<file path="config.mk">
export PLATFORM = sky130hd
export DESIGN_NAME = page_ownership_protocol_engine_flat
export DESIGN_NICKNAME = d
export VERILOG_FILES = /design/src/rtl/core/poe_pkg.sv /design/src/rtl/core/poe_if.sv /design/src/rtl/core/page_ownership_protocol_engine.sv /design/src/flat_wrapper.sv
export SDC_FILE = /design/constraint.sdc
export NUM_CORES = 2
export LEC_CHECK = 0
export BUFFER_PORTS_ARGS = -buffer_cell sky130_fd_sc_hd__clkbuf_2
export CAP_MARGIN = 25
export CORE_ASPECT_RATIO = 1.4
export CORE_MARGIN = 3
export CORE_UTILIZATION = 45
export DETAILED_ROUTE_END_ITERATION = 8
export GPL_TIMING_DRIVEN = 0
export SYNTH_ARGS = -nofsm -noshare
export SYNTH_HDL_FRONTEND = slang
export SYNTH_SLANG_ARGS = --single-unit
</file>
<file path="constraint.sdc">
create_clock -name clk_i -period 34.9 [get_ports clk_i]
set_input_delay 5.235 -clock clk_i [delete_from_list [all_inputs] [get_ports clk_i]]
set_output_delay 5.235 -clock clk_i [all_outputs]
set_load 0.02 [all_outputs]
</file>
<file path="src/rtl/core/poe_pkg.sv">
// poe_pkg: shared types, constants and helpers for the page ownership protocol engine
// depends on nothing; imported by the interfaces, the engine and its checker
package poe_pkg;

  localparam int PagesDef    = 256;
  localparam int MaxNodesDef = 16;

  localparam int KindW  = 3;
  localparam int PageW  = 8;
  localparam int NodeW  = 4;
  localparam int NcfgW  = 5;
  localparam int CfgIdxW = 1;
  localparam int CfgDataW = 5;
  localparam int LinkW  = 16;
  localparam int FinW   = 4;

  typedef enum logic [KindW-1:0] {
    KIND_FAULT     = 3'd0,
    KIND_ARRIVED   = 3'd1,
    KIND_REQUEST   = 3'd2,
    KIND_UPDATE    = 3'd3,
    KIND_PEER_FIN  = 3'd4,
    KIND_LINK_DOWN = 3'd5,
    KIND_LOCAL_FIN = 3'd6
  } evt_kind_e;

  typedef enum logic [1:0] {
    MSG_REQUEST  = 2'd0,
    MSG_PAGE     = 2'd1,
    MSG_UPDATE   = 2'd2,
    MSG_FINALIZE = 2'd3
  } msg_kind_e;

  typedef enum logic [1:0] {
    ST_OWNED     = 2'd0,
    ST_NOACCESS  = 2'd1,
    ST_REQUESTED = 2'd2
  } page_st_e;

  typedef enum logic [CfgIdxW-1:0] {
    CFG_NODE_COUNT = 1'b0,
    CFG_NODE_ID    = 1'b1
  } cfg_idx_e;

  typedef enum logic [2:0] {
    FSM_IDLE,
    FSM_MOD,
    FSM_EXEC,
    FSM_EMIT,
    FSM_BCAST
  } fsm_e;

  typedef struct packed {
    logic [NodeW-1:0] owner;
    page_st_e         st;
  } dir_entry_t;

  typedef struct packed {
    msg_kind_e        kind;
    logic [NodeW-1:0] dest;
    logic [PageW-1:0] page;
    logic [NodeW-1:0] origin;
  } msg_t;

  typedef struct packed {
    logic granted;
    logic must_wait;
    logic refetch;
    logic fault_error;
    logic barrier_done;
  } flags_t;

  // index of the lowest set bit, zero for an empty vector
  function automatic logic [NodeW-1:0] lowest_idx(input logic [LinkW-1:0] v);
    logic [NodeW-1:0] idx;
    idx = '0;
    for (int i = LinkW - 1; i >= 0; i--) begin
      if (v[i]) begin
        idx = NodeW'(i);
      end
    end
    return idx;
  endfunction

endpackage

</file>
<file path="src/rtl/core/poe_if.sv">
// poe_if: valid/ready channel interfaces for events, results and configuration writes
// depends on poe_pkg for field widths
interface poe_evt_if;
  import poe_pkg::*;
  logic             valid;
  logic             ready;
  logic [KindW-1:0] kind;
  logic [PageW-1:0] page;
  logic [NodeW-1:0] src;
  modport source (output valid, kind, page, src, input ready);
  modport sink (input valid, kind, page, src, output ready);
endinterface

interface poe_res_if;
  import poe_pkg::*;
  logic             valid;
  logic             ready;
  logic             msg_valid;
  logic [1:0]       msg_kind;
  logic [NodeW-1:0] msg_dest;
  logic [PageW-1:0] msg_page;
  logic [NodeW-1:0] msg_origin;
  logic             granted;
  logic             must_wait;
  logic             refetch;
  logic             fault_error;
  logic             barrier_done;
  logic             last;
  modport source (output valid, msg_valid, msg_kind, msg_dest, msg_page, msg_origin,
                  granted, must_wait, refetch, fault_error, barrier_done, last,
                  input ready);
  modport sink (input valid, msg_valid, msg_kind, msg_dest, msg_page, msg_origin,
                granted, must_wait, refetch, fault_error, barrier_done, last,
                output ready);
endinterface

interface poe_cfg_if;
  import poe_pkg::*;
  logic                valid;
  logic                ready;
  logic [CfgIdxW-1:0]  index;
  logic [CfgDataW-1:0] data;
  modport source (output valid, index, data, input ready);
  modport sink (input valid, index, data, output ready);
endinterface

</file>
<file path="src/rtl/core/page_ownership_protocol_engine.sv">
// page_ownership_protocol_engine: per-page owner directory and message sequencer
// depends on poe_pkg and the channel interfaces in poe_if.sv
//
//   channel  | dir | payload                                        | accepted when
//   ---------+-----+------------------------------------------------+---------------------
//   evt_i    | in  | kind, page, src                                | valid & ready
//   res_o    | out | msg_valid/kind/dest/page/origin, flags, last   | valid & ready
//   cfg_i    | in  | index (0 node_count, 1 node_id), data          | valid (ready tied 1)
//
// an event is accepted, then its remainder (page mod node_count) is formed one
// quotient bit per cycle through the subtract/compare unit, then it is decoded,
// then its results follow at one per cycle while res_o is not stalled: a single
// result, or up to fifteen messages for a broadcast
// evt_i.ready is high only while the sequencer is idle; results pass through a
// one-entry output register, so a stalled res_o only holds the sequencer
// reset leaves every page untouched (valid bits cleared at once, no sweep),
// all links alive, the finalize count at zero, node_count 2 and node_id 0
module page_ownership_protocol_engine #(
  parameter int PAGES     = poe_pkg::PagesDef,
  parameter int MAX_NODES = poe_pkg::MaxNodesDef
) (
  input  logic      clk_i,
  input  logic      rst_ni,
  poe_evt_if.sink   evt_i,
  poe_res_if.source res_o,
  poe_cfg_if.sink   cfg_i
);
  import poe_pkg::*;

  // only pages reachable by an 8-bit page number need directory storage
  localparam int DirDepthRaw = (PAGES < (1 << PageW)) ? PAGES : (1 << PageW);
  localparam int DirDepth    = (DirDepthRaw < 2) ? 2 : DirDepthRaw;
  localparam int DirAw       = $clog2(DirDepth);
  localparam int NodeLimit   = (MAX_NODES < LinkW) ? MAX_NODES : LinkW;

  // sequencer state
  fsm_e state_q, state_d;
  logic [KindW-1:0] kind_q;
  logic [PageW-1:0] page_q;
  logic [NodeW-1:0] src_q;
  logic [PageW-1:0] div_sh_q, div_sh_d;
  logic [2:0]       cnt_q, cnt_d;
  logic [NodeW-1:0] rem_q, rem_d;

  // directory storage and valid bits
  dir_entry_t dir_mem [DirDepth];
  logic [DirDepth-1:0] touched_q;
  dir_entry_t rd_q;
  logic       rd_touched_q;
  logic       dir_we;
  dir_entry_t dir_wdata;
  logic [DirAw-1:0] dir_idx;

  // global protocol state and configuration
  logic [LinkW-1:0] link_q, link_d;
  logic [FinW-1:0]  fin_q, fin_d;
  logic [NcfgW-1:0] ncfg_q;
  logic [NodeW-1:0] nid_q;

  // pending results of the current event
  flags_t     flags_q, flags_d;
  logic       first_v_q, first_v_d;
  msg_t       first_q, first_d;
  msg_t       tmpl_q, tmpl_d;
  logic [LinkW-1:0] mask_q, mask_d;

  // output register
  logic       out_v_q, out_v_d;
  logic       out_mv_q, out_mv_d;
  msg_t       out_msg_q, out_msg_d;
  flags_t     out_flags_q, out_flags_d;
  logic       out_last_q, out_last_d;

  logic evt_acc;
  logic slot_free;
  logic [NcfgW-1:0] nc;
  logic [NcfgW-1:0] t_div;
  logic [LinkW-1:0] below_nc;
  logic [LinkW-1:0] me_bit, src_bit;
  logic       in_range, peer_ok;
  dir_entry_t cur;
  logic [LinkW-1:0] mask_rest;
  logic [FinW-1:0]  fin_new;

  assign evt_acc   = evt_i.valid && evt_i.ready;
  assign slot_free = !out_v_q || res_o.ready;
  assign dir_idx   = page_q[DirAw-1:0];

  // clamp node_count to 2..NodeLimit
  always_comb begin
    nc = ncfg_q;
    if (nc < NcfgW'(2)) begin
      nc = NcfgW'(2);
    end
    if (nc > NcfgW'(NodeLimit)) begin
      nc = NcfgW'(NodeLimit);
    end
  end

  always_comb begin
    for (int i = 0; i < LinkW; i++) begin
      below_nc[i] = (NcfgW'(i) < nc);
    end
  end

  assign me_bit   = LinkW'(1) << nid_q;
  assign src_bit  = LinkW'(1) << src_q;
  assign in_range = (32'(page_q) < PAGES);
  assign peer_ok  = ({1'b0, src_q} < nc) && (src_q != nid_q) && link_q[src_q];

  // one restoring remainder step per cycle
  assign t_div = {rem_q, div_sh_q[PageW-1]};

  // directory entry as seen after the remainder run; untouched pages get the default
  always_comb begin
    if (rd_touched_q) begin
      cur = rd_q;
    end else begin
      cur.owner = rem_q;
      cur.st    = (rem_q == nid_q) ? ST_OWNED : ST_NOACCESS;
    end
  end

  assign mask_rest = mask_q & (mask_q - LinkW'(1));
  assign fin_new   = (fin_q == '1) ? fin_q : fin_q + FinW'(1);

  always_comb begin
    state_d     = state_q;
    div_sh_d    = div_sh_q;
    cnt_d       = cnt_q;
    rem_d       = rem_q;
    link_d      = link_q;
    fin_d       = fin_q;
    flags_d     = flags_q;
    first_v_d   = first_v_q;
    first_d     = first_q;
    tmpl_d      = tmpl_q;
    mask_d      = mask_q;
    dir_we      = 1'b0;
    dir_wdata   = cur;
    out_v_d     = out_v_q && !res_o.ready;
    out_mv_d    = out_mv_q;
    out_msg_d   = out_msg_q;
    out_flags_d = out_flags_q;
    out_last_d  = out_last_q;

    case (state_q)
      FSM_IDLE: begin
        if (evt_acc) begin
          div_sh_d = evt_i.page;
          cnt_d    = '0;
          rem_d    = '0;
          state_d  = FSM_MOD;
        end
      end

      FSM_MOD: begin
        if (t_div >= nc) begin
          rem_d = NodeW'(t_div - nc);
        end else begin
          rem_d = t_div[NodeW-1:0];
        end
        div_sh_d = {div_sh_q[PageW-2:0], 1'b0};
        cnt_d    = cnt_q + 3'd1;
        if (cnt_q == 3'd7) begin
          state_d = FSM_EXEC;
        end
      end

      FSM_EXEC: begin
        flags_d   = '0;
        first_v_d = 1'b0;
        first_d   = '{kind: MSG_REQUEST, dest: '0, page: page_q, origin: nid_q};
        tmpl_d    = '{kind: MSG_UPDATE, dest: '0, page: page_q, origin: src_q};
        mask_d    = '0;
        state_d   = FSM_EMIT;
        case (kind_q)
          KIND_FAULT: begin
            if (!in_range) begin
              flags_d.fault_error = 1'b1;
            end else if (cur.st == ST_OWNED) begin
              flags_d.granted = 1'b1;
            end else if (cur.st == ST_REQUESTED) begin
              flags_d.must_wait = 1'b1;
            end else if (link_q[cur.owner]) begin
              first_v_d      = 1'b1;
              first_d.dest   = cur.owner;
              dir_we         = 1'b1;
              dir_wdata      = '{owner: cur.owner, st: ST_REQUESTED};
              flags_d.must_wait = 1'b1;
            end else begin
              flags_d.fault_error = 1'b1;
            end
          end
          KIND_ARRIVED: begin
            if (in_range && peer_ok) begin
              dir_we    = 1'b1;
              dir_wdata = '{owner: nid_q, st: ST_OWNED};
              flags_d.granted = 1'b1;
            end
          end
          KIND_REQUEST: begin
            if (in_range && peer_ok && (cur.owner == nid_q)) begin
              first_v_d    = 1'b1;
              first_d.kind = MSG_PAGE;
              first_d.dest = src_q;
              dir_we       = 1'b1;
              dir_wdata    = '{owner: src_q, st: ST_NOACCESS};
              // updates to every other live peer except the new owner
              mask_d       = link_q & below_nc & ~me_bit & ~src_bit;
            end
          end
          KIND_UPDATE: begin
            if (in_range && ({1'b0, src_q} < nc)) begin
              dir_we          = 1'b1;
              dir_wdata.owner = src_q;
              dir_wdata.st    = cur.st;
              if ((cur.st == ST_REQUESTED) && (src_q != nid_q)) begin
                dir_wdata.st    = ST_NOACCESS;
                flags_d.refetch = 1'b1;
              end
            end
          end
          KIND_PEER_FIN: begin
            if (peer_ok) begin
              fin_d = fin_new;
            end
          end
          KIND_LINK_DOWN: begin
            link_d = link_q & ~src_bit;
          end
          KIND_LOCAL_FIN: begin
            tmpl_d = '{kind: MSG_FINALIZE, dest: '0, page: '0, origin: nid_q};
            mask_d = link_q & below_nc & ~me_bit;
            if ((link_q & below_nc & ~me_bit) != '0) begin
              state_d = FSM_BCAST;
            end
          end
          default: begin
          end
        endcase
        // barrier reads the finalize count after this event
        flags_d.barrier_done = ({1'b0, fin_d} >= (nc - NcfgW'(1)));
      end

      FSM_EMIT: begin
        if (slot_free) begin
          out_v_d     = 1'b1;
          out_mv_d    = first_v_q;
          out_msg_d   = first_v_q ? first_q : '0;
          out_flags_d = flags_q;
          out_last_d  = (mask_q == '0);
          state_d     = (mask_q == '0) ? FSM_IDLE : FSM_BCAST;
        end
      end

      FSM_BCAST: begin
        if (slot_free) begin
          out_v_d        = 1'b1;
          out_mv_d       = 1'b1;
          out_msg_d      = tmpl_q;
          out_msg_d.dest = lowest_idx(mask_q);
          out_flags_d    = flags_q;
          out_last_d     = (mask_rest == '0);
          mask_d         = mask_rest;
          if (mask_rest == '0) begin
            state_d = FSM_IDLE;
          end
        end
      end

      default: begin
        state_d = FSM_IDLE;
      end
    endcase
  end

  // control state
  always_ff @(posedge clk_i or negedge rst_ni) begin
    if (!rst_ni) begin
      state_q   <= FSM_IDLE;
      out_v_q   <= 1'b0;
      link_q    <= '1;
      fin_q     <= '0;
      ncfg_q    <= NcfgW'(2);
      nid_q     <= '0;
      touched_q <= '0;
      mask_q    <= '0;
    end else begin
      state_q <= state_d;
      out_v_q <= out_v_d;
      link_q  <= link_d;
      fin_q   <= fin_d;
      mask_q  <= mask_d;
      if (dir_we) begin
        touched_q[dir_idx] <= 1'b1;
      end
      if (cfg_i.valid) begin
        case (cfg_i.index)
          CFG_NODE_COUNT: ncfg_q <= cfg_i.data;
          CFG_NODE_ID:    nid_q  <= cfg_i.data[NodeW-1:0];
          default: begin
          end
        endcase
      end
    end
  end

  // payload registers
  always_ff @(posedge clk_i) begin
    div_sh_q    <= div_sh_d;
    cnt_q       <= cnt_d;
    rem_q       <= rem_d;
    flags_q     <= flags_d;
    first_v_q   <= first_v_d;
    first_q     <= first_d;
    tmpl_q      <= tmpl_d;
    out_mv_q    <= out_mv_d;
    out_msg_q   <= out_msg_d;
    out_flags_q <= out_flags_d;
    out_last_q  <= out_last_d;
    if (evt_acc) begin
      kind_q <= evt_i.kind;
      page_q <= evt_i.page;
      src_q  <= evt_i.src;
    end
  end

  // directory read on accept, write in the decode cycle
  always_ff @(posedge clk_i) begin
    if (evt_acc) begin
      rd_q         <= dir_mem[evt_i.page[DirAw-1:0]];
      rd_touched_q <= touched_q[evt_i.page[DirAw-1:0]];
    end
    if (dir_we) begin
      dir_mem[dir_idx] <= dir_wdata;
    end
  end

  assign evt_i.ready = (state_q == FSM_IDLE);
  assign cfg_i.ready = 1'b1;

  assign res_o.valid        = out_v_q;
  assign res_o.msg_valid    = out_mv_q;
  assign res_o.msg_kind     = out_msg_q.kind;
  assign res_o.msg_dest     = out_msg_q.dest;
  assign res_o.msg_page     = out_msg_q.page;
  assign res_o.msg_origin   = out_msg_q.origin;
  assign res_o.granted      = out_flags_q.granted;
  assign res_o.must_wait    = out_flags_q.must_wait;
  assign res_o.refetch      = out_flags_q.refetch;
  assign res_o.fault_error  = out_flags_q.fault_error;
  assign res_o.barrier_done = out_flags_q.barrier_done;
  assign res_o.last         = out_last_q;

endmodule

</file>
<file path="src/flat_wrapper.sv">
// flat-port wrapper written by rule: the top's interface ports become plain ports
module page_ownership_protocol_engine_flat import poe_pkg::*;
#(
  parameter int PAGES     = poe_pkg::PagesDef,
  parameter int MAX_NODES = poe_pkg::MaxNodesDef
)
  (clk_i, rst_ni, evt_i_valid, evt_i_kind, evt_i_page, evt_i_src, evt_i_ready, res_o_valid, res_o_msg_valid, res_o_msg_kind, res_o_msg_dest, res_o_msg_page, res_o_msg_origin, res_o_granted, res_o_must_wait, res_o_refetch, res_o_fault_error, res_o_barrier_done, res_o_last, res_o_ready, cfg_i_valid, cfg_i_index, cfg_i_data, cfg_i_ready);
  poe_evt_if evt_i_i ();
  poe_res_if res_o_i ();
  poe_cfg_if cfg_i_i ();
  input  logic clk_i;
  input  logic rst_ni;
  input wire logic [$bits(evt_i_i.valid)-1:0] evt_i_valid;
  input wire logic [$bits(evt_i_i.kind)-1:0] evt_i_kind;
  input wire logic [$bits(evt_i_i.page)-1:0] evt_i_page;
  input wire logic [$bits(evt_i_i.src)-1:0] evt_i_src;
  output wire logic [$bits(evt_i_i.ready)-1:0] evt_i_ready;
  output wire logic [$bits(res_o_i.valid)-1:0] res_o_valid;
  output wire logic [$bits(res_o_i.msg_valid)-1:0] res_o_msg_valid;
  output wire logic [$bits(res_o_i.msg_kind)-1:0] res_o_msg_kind;
  output wire logic [$bits(res_o_i.msg_dest)-1:0] res_o_msg_dest;
  output wire logic [$bits(res_o_i.msg_page)-1:0] res_o_msg_page;
  output wire logic [$bits(res_o_i.msg_origin)-1:0] res_o_msg_origin;
  output wire logic [$bits(res_o_i.granted)-1:0] res_o_granted;
  output wire logic [$bits(res_o_i.must_wait)-1:0] res_o_must_wait;
  output wire logic [$bits(res_o_i.refetch)-1:0] res_o_refetch;
  output wire logic [$bits(res_o_i.fault_error)-1:0] res_o_fault_error;
  output wire logic [$bits(res_o_i.barrier_done)-1:0] res_o_barrier_done;
  output wire logic [$bits(res_o_i.last)-1:0] res_o_last;
  input wire logic [$bits(res_o_i.ready)-1:0] res_o_ready;
  input wire logic [$bits(cfg_i_i.valid)-1:0] cfg_i_valid;
  input wire logic [$bits(cfg_i_i.index)-1:0] cfg_i_index;
  input wire logic [$bits(cfg_i_i.data)-1:0] cfg_i_data;
  output wire logic [$bits(cfg_i_i.ready)-1:0] cfg_i_ready;
  assign evt_i_i.valid = evt_i_valid;
  assign evt_i_i.kind = evt_i_kind;
  assign evt_i_i.page = evt_i_page;
  assign evt_i_i.src = evt_i_src;
  assign evt_i_ready = evt_i_i.ready;
  assign res_o_valid = res_o_i.valid;
  assign res_o_msg_valid = res_o_i.msg_valid;
  assign res_o_msg_kind = res_o_i.msg_kind;
  assign res_o_msg_dest = res_o_i.msg_dest;
  assign res_o_msg_page = res_o_i.msg_page;
  assign res_o_msg_origin = res_o_i.msg_origin;
  assign res_o_granted = res_o_i.granted;
  assign res_o_must_wait = res_o_i.must_wait;
  assign res_o_refetch = res_o_i.refetch;
  assign res_o_fault_error = res_o_i.fault_error;
  assign res_o_barrier_done = res_o_i.barrier_done;
  assign res_o_last = res_o_i.last;
  assign res_o_i.ready = res_o_ready;
  assign cfg_i_i.valid = cfg_i_valid;
  assign cfg_i_i.index = cfg_i_index;
  assign cfg_i_i.data = cfg_i_data;
  assign cfg_i_ready = cfg_i_i.ready;
  page_ownership_protocol_engine #(.PAGES(PAGES), .MAX_NODES(MAX_NODES)) u_core (.clk_i(clk_i), .rst_ni(rst_ni), .evt_i(evt_i_i), .res_o(res_o_i), .cfg_i(cfg_i_i));
endmodule
</file>
* Word level (Yosys, flattened, before mapping) *
Memory sizes are Yosys's and may differ from the RTL's. A register that Yosys moved wholly into a read port is not among the register bits.
Cells that the tools add are included.

storage, ports and cells
  word-level logic and storage cells = 230
  bits of input ports = 26
  memories kept = 1
  register bits after elaboration = 399
  memory bits (writable) = 1536

operators by class
  equality and inequality tests = 21
  add/sub/neg operators = 5
  multiplexer cells = 95
  order comparisons = 26
  reductions and logical operators = 31
  shift-type cells = 2
  bitwise logic cells = 10

memories
  memory          depth  width  rd ports  clocked after memory_dff  wr ports  line                                  text
  u_core.dir_mem  256    6      1         1                         1         page_ownership_protocol_engine.sv:46  dir_entry_t dir_mem [DirDepth];

operator list
  cell                                                                  number
  256-bit bitwise OR                                                    1
  4-bit two-way mux                                                     25
  16-bit bitwise AND                                                    5
  16-bit case mux with 2 select lines                                   2
  18-bit two-way mux                                                    3
  4-bit by 5-bit < comparator with 1-bit output, first input constant   8
  18-bit case mux with 2 select lines                                   1
  16-bit logical NOT                                                    2
  16-bit two-way mux                                                    2
  16-bit NOT                                                            2
  1-bit by 4-bit left shift with 16-bit output, first input constant    2
  6-bit two-way mux                                                     5
  3-bit two-way mux                                                     9
  1-bit two-way mux                                                     24
  6-bit case mux with 4 select lines                                    1
  3-bit by 5-bit < comparator with 1-bit output, first input constant   4
  8-bit by 9-bit < comparator with 1-bit output, second input constant  2
  17-bit two-way mux                                                    1
  4-bit case mux with 2 select lines                                    2
  8-bit case mux with 2 select lines                                    1
  16-bit nonzero test                                                   1
  16-bit by 1-bit subtractor with 16-bit output, second input constant  1
  3-bit equality test, second input constant                            5
  5-bit two-way mux                                                     3
  42 further kinds                                                      78

* Logic depth before layout (Yosys ltp) *
  depth in word-level cells = 18
  gate-level depth with buffers = 18

* Worst setup path before layout *
OpenSTA, ideal clock, no wires.

  path type = register to register
  from = register u_core.ncfg_q[3]
  to = memory u_core.dir_mem[0][1] (netlist bit), data pin
  path buffers = 2
  required time = 32624 ps
  clock period less this slack = 14705 ps
  slack = 20195 ps
  stages on the path, launching flop included = 14
  arrival time = 12429 ps
  setup time = 2276 ps
  cells stage by stage = dfrtp_1 clkbuf_1 or2_2 clkbuf_1 nor2_1 a21oi_1 ha_1 and4b_1 o21ai_0 nand3_1 nor2_1 o21ai_0 o21ai_0 a21boi_0

RTL lines
  element                 line                                   text
  from (decl)             page_ownership_protocol_engine.sv:57   logic [NcfgW-1:0] ncfg_q;
  from (signal assigned)  page_ownership_protocol_engine.sv:285  ncfg_q <= NcfgW'(2);
  from (signal assigned)  page_ownership_protocol_engine.sv:300  CFG_NODE_COUNT: ncfg_q <= cfg_i.data;
  to (decl)               page_ownership_protocol_engine.sv:46

* Worst setup path after layout *
  from = input port evt_i_page[1]
  to = register u_core.rd_touched_q, data pin

on the way
  longest elaborated chain between the ends = 2

ends and longest elaborated chain
  element                                    line                                   text
  from (decl)                                flat_wrapper.sv:15                     input wire logic [$bits(evt_i_i.page)-1:0] evt_i_page;
  1-bit binary-select mux with 8-bit select  page_ownership_protocol_engine.sv:333  rd_touched_q <= touched_q[evt_i.page[DirAw-1:0]];
  1-bit two-way mux (implied by the code)    page_ownership_protocol_engine.sv:333
  to (signal assigned)                       page_ownership_protocol_engine.sv:333
  to (decl)                                  page_ownership_protocol_engine.sv:49   logic rd_touched_q;

No other way between the ends. The select of a mux whose other input is x is not followed.
A chain may end at the register's enable or synchronous reset.

==> summary.md <==
| Metric | Value |
|---|---|
| Status | `complete, but fails checks` |
| Failing checks | `DRC` |
| H-tree Lvls | `4` |
| Layout Nets | `4790` |
| Crit-path max FO | `10` |
| Routability cong. | `0.987` |
| Post-synthesis sequential area ratio | `73.2%` |
| Root Buffer | `clkbuf_16` |
| Mapped Nets | `4277` |
| Global-route wire length before repair | `342 mm` |
| Leakage | `around 30 nW` |
| Hold-fix buffers at CTS | `0` |
| Synth cell types | `71` |
| Final TNS setup | `0 ns` |
| Die height | `roughly 500 microns` |
| DR pass1 iterations | `9` |
| Detailed-route wire length per cell | `34.0 microns` |
| Pin count of the biggest net entering global routing | `87` |
| Area leader, netlist | `edfxtp_1` |
| Die width | `357 microns` |
| Data required time of the critical path | `35.45 ns` |
| PwrDens | `about 65 mW/mm^2` |
| Worst-Skew Late Latency | `0.84 ns` |
| Hpwl dp | `179 mm` |
| WHS | `0.418 ns` |
| Share of layout cells above drive strength 1 | `24.9%` |
| Most frequent cells in the layout | `edfxtp_1 (1634), mux4_2 (456), dfrtp_1 (288), a22oi_1 (225), clkbuf_1 (217)` |
| CTS max path bufs | `3` |
| GRT Residual Overflow | `0` |
| CP arrival | `10.35 ns` |
| Skew final | `approximately 0.035 ns` |
| Tmin final | `9.80 ns` |
| Slew @ Worst Pin | `1.16 ns` |
| Syn. warnings | `0` |
| Vias in the first global route | `~45000` |
| Final period utilization | `between 20% and 30%` |
| Synth top area share | `63.3%` |
| Total power | `between 5 and 6 mW` |
| Setup crit end kind | `register` |
| EDFF count, synth | `around 1600` |
| GRT Resource Usage Total | `27.6%` |
| Yosys reg bits | `1939` |
| Top_reg_cell synth | `edfxtp_1` |
| MaxCap Viol Count | `0` |
| Post-CTS Setup Bufs | `0` |
| Via Count | `44400` |
| Commonest non-fill, non-tap cell in the layout | `edfxtp_1` |
| Async set-reset flop share out of synthesis | `roughly 16%` |
| DRT antenna net count | `0` |
| Cells after Synth | `4233` |
| Worst Hold Class | `register to register` |
| Top cells by area, synth | `edfxtp_1 (63%), mux4_2 (13%), dfrtp_1 (9.3%)` |
| Post-Route WL | `244 mm` |
| Max_slew headroom | `22.6%` |
| Vias per std cell | `6.19` |
| Pre-CTS setup slack | `~24 ns` |
| Worst setup path class | `input pin to register` |
| I/O pin total | `54` |
| Syn Area/Cell | `~18 sq um` |
| Peak supply drop | `0.0449 mV` |
| Core box area | `between 0.15 and 0.2 sq mm` |
| Starting Density | `between 40% and 50%` |
| Final setup viols | `0` |
| Clock transition at the registers of the reported paths | `0.06 ns` |
| Buffers added on ports | `52` |
| CTS Buf Count | `180` |
| CTS tree | `done` |
| Die ar. | `0.177 sq mm` |
| DRC viols | `1` |
| # resized after CTS | `0` |
| Layout Area Growth over Synthesis | `16.0%` |
| Mapped Area | `a little under 0.08 sq mm` |
| FP Rows | `179` |
| Initial antenna violation count | `11` |
| Setup WS post-layout | `25.10 ns` |
| CP Launch Type | `input pin` |
| Fin. Hold Viols | `0` |
| CTS Sinks | `1939` |
| DR iter-0 viols | `roughly 5400` |
| FMAX | `102 MHz` |
| Final Max Slew Viols | `0` |
| RSZ-0062 raised after global routing | `no` |
-- worst paths after layout --
| path | startpoint | end | slack, ns | depth (start not counted) |
|---|---|---|---|---|
| setup reg to reg | u_core.ncfg_q[3] | u_core.dir_mem[163][5] | 28.70 | 14 |
| max in group asynchronous | rst_ni | u_core.touched_q[240] | 28.60 | 4 |
| hold reg to reg | u_core.flags_q[3] | u_core.res_o.must_wait | 0.42 | 0 |
| setup / recovery | evt_i_page[1] | u_core.rd_touched_q | 25.10 | 10 |
| min in group asynchronous | rst_ni | u_core.touched_q[212] | 4.37 | 1 |
| hold / removal | u_core.flags_q[3] | u_core.res_o.must_wait | 0.42 | 0 |
-- layer usage --
layer | track usage (%) | part of all wire [%] | up-vias
met1 | 33.0 | 35 | 23100
met5 | 0 | 0.030 | -
li1 | - | - | 18200
met4 | 17.5 | 7.7 | 10
met3 | 5.94 | 8.4 | 663
met2 | 45.6 | 49 | 2411
-- logic make-up after synthesis --
kind of cell	count (synthesis)	share of synthesized area, %
AO/OA/AOI/OAI	634	5.53
XOR/XNOR	17	0.192
adder cells (fa/ha/maj)	20	0.326
buffers and inverters	294	1.50
flip-flops	1939	73.2
multiplexers	477	13.6
other	1	0.00484
AND/OR/NAND/NOR	851	5.68
-- worst max-delay path, stage by stage --
cell and delay (ns):
clkbuf_2 0.12, clkbuf_1 0.86, clkbuf_1 0.78, buf_1 0.76
mux4_2 0.43, a22oi_1 0.46, a21oi_1 0.20, nor4_1 0.93
o22ai_1 0.17, or2_2 0.37
-- power breakdown --
| part | total, mW | internal, mW | switching [mW] |
|---|---|---|---|
| combinational | 0.992 | 0.288 | 0.703 |
| clock | 1.99 | 1.12 | 0.871 |
| sequential | 2.89 | 2.86 | 0.0342 |
| total | 5.87 | 4.26 | 1.61 |
-- registers in the layout, indices dropped and copies added (netlist names), 5 cells and up --
register               count
u_core.first_q            17
u_core.ncfg_q              5
u_core.res_o.msg_page      8
u_core.link_q             16
u_core.tmpl_q             13
u_core.flags_q             5
u_core.mask_q             16
u_core.rd_q                6
u_core.dir_mem          1536
u_core.dir_idx             8
u_core.div_sh_q            8
u_core.touched_q         256
-- metrics by stage --
stage	util (%)	cell area, sq um	std cells
2_1_floorplan	-	77500	4233
3_3_place_gp	47.3	80600	6547
3_5_place_dp	49.0	83500	6770
4_1_cts	52.5	89400	7107
5_1_grt	52.7	89900	7164
6_report	52.7	89900	7168
-- final cells by class --
cell class	count	area [sq um]
fillers	13500	80500
diodes	5	12.5
clock inverters	88	845
flip-flops and latches	1939	56700
multi-input cells	2000	19900
inverters	22	82.6
plain buffers	272	1080
clock buffers	249	5060
repair buffers	331	3400
well taps	2262	2830
-- synth_stat cells (10+ instances only) --
| cell type | number |
|---|---|
| clkbuf_1 | 170 |
| o21ai_0 | 52 |
| mux4_2 | 456 |
| ha_1 | 17 |
| o221ai_1 | 10 |
| nand2b_1 | 25 |
| o21bai_1 | 58 |
| and2_1 | 21 |
| edfxtp_1 | 1634 |
| mux2_2 | 12 |
| a21boi_0 | 17 |
| a21oi_1 | 156 |
| nor4_1 | 36 |
| dfrtp_1 | 288 |
| nor2b_1 | 15 |
| a22oi_1 | 225 |
| a21o_1 | 39 |
| dfstp_2 | 17 |
| xnor2_1 | 10 |
| nor2_1 | 87 |
| inv_1 | 22 |
| o22ai_1 | 19 |
| o31ai_1 | 11 |
| or2_2 | 48 |
| nand2_1 | 178 |
| or2_1 | 140 |
| nand3_1 | 22 |
| buf_1 | 70 |
| buf_2 | 26 |
| nor3_1 | 246 |
No activity file was read; power rests on OpenSTA's default activity.
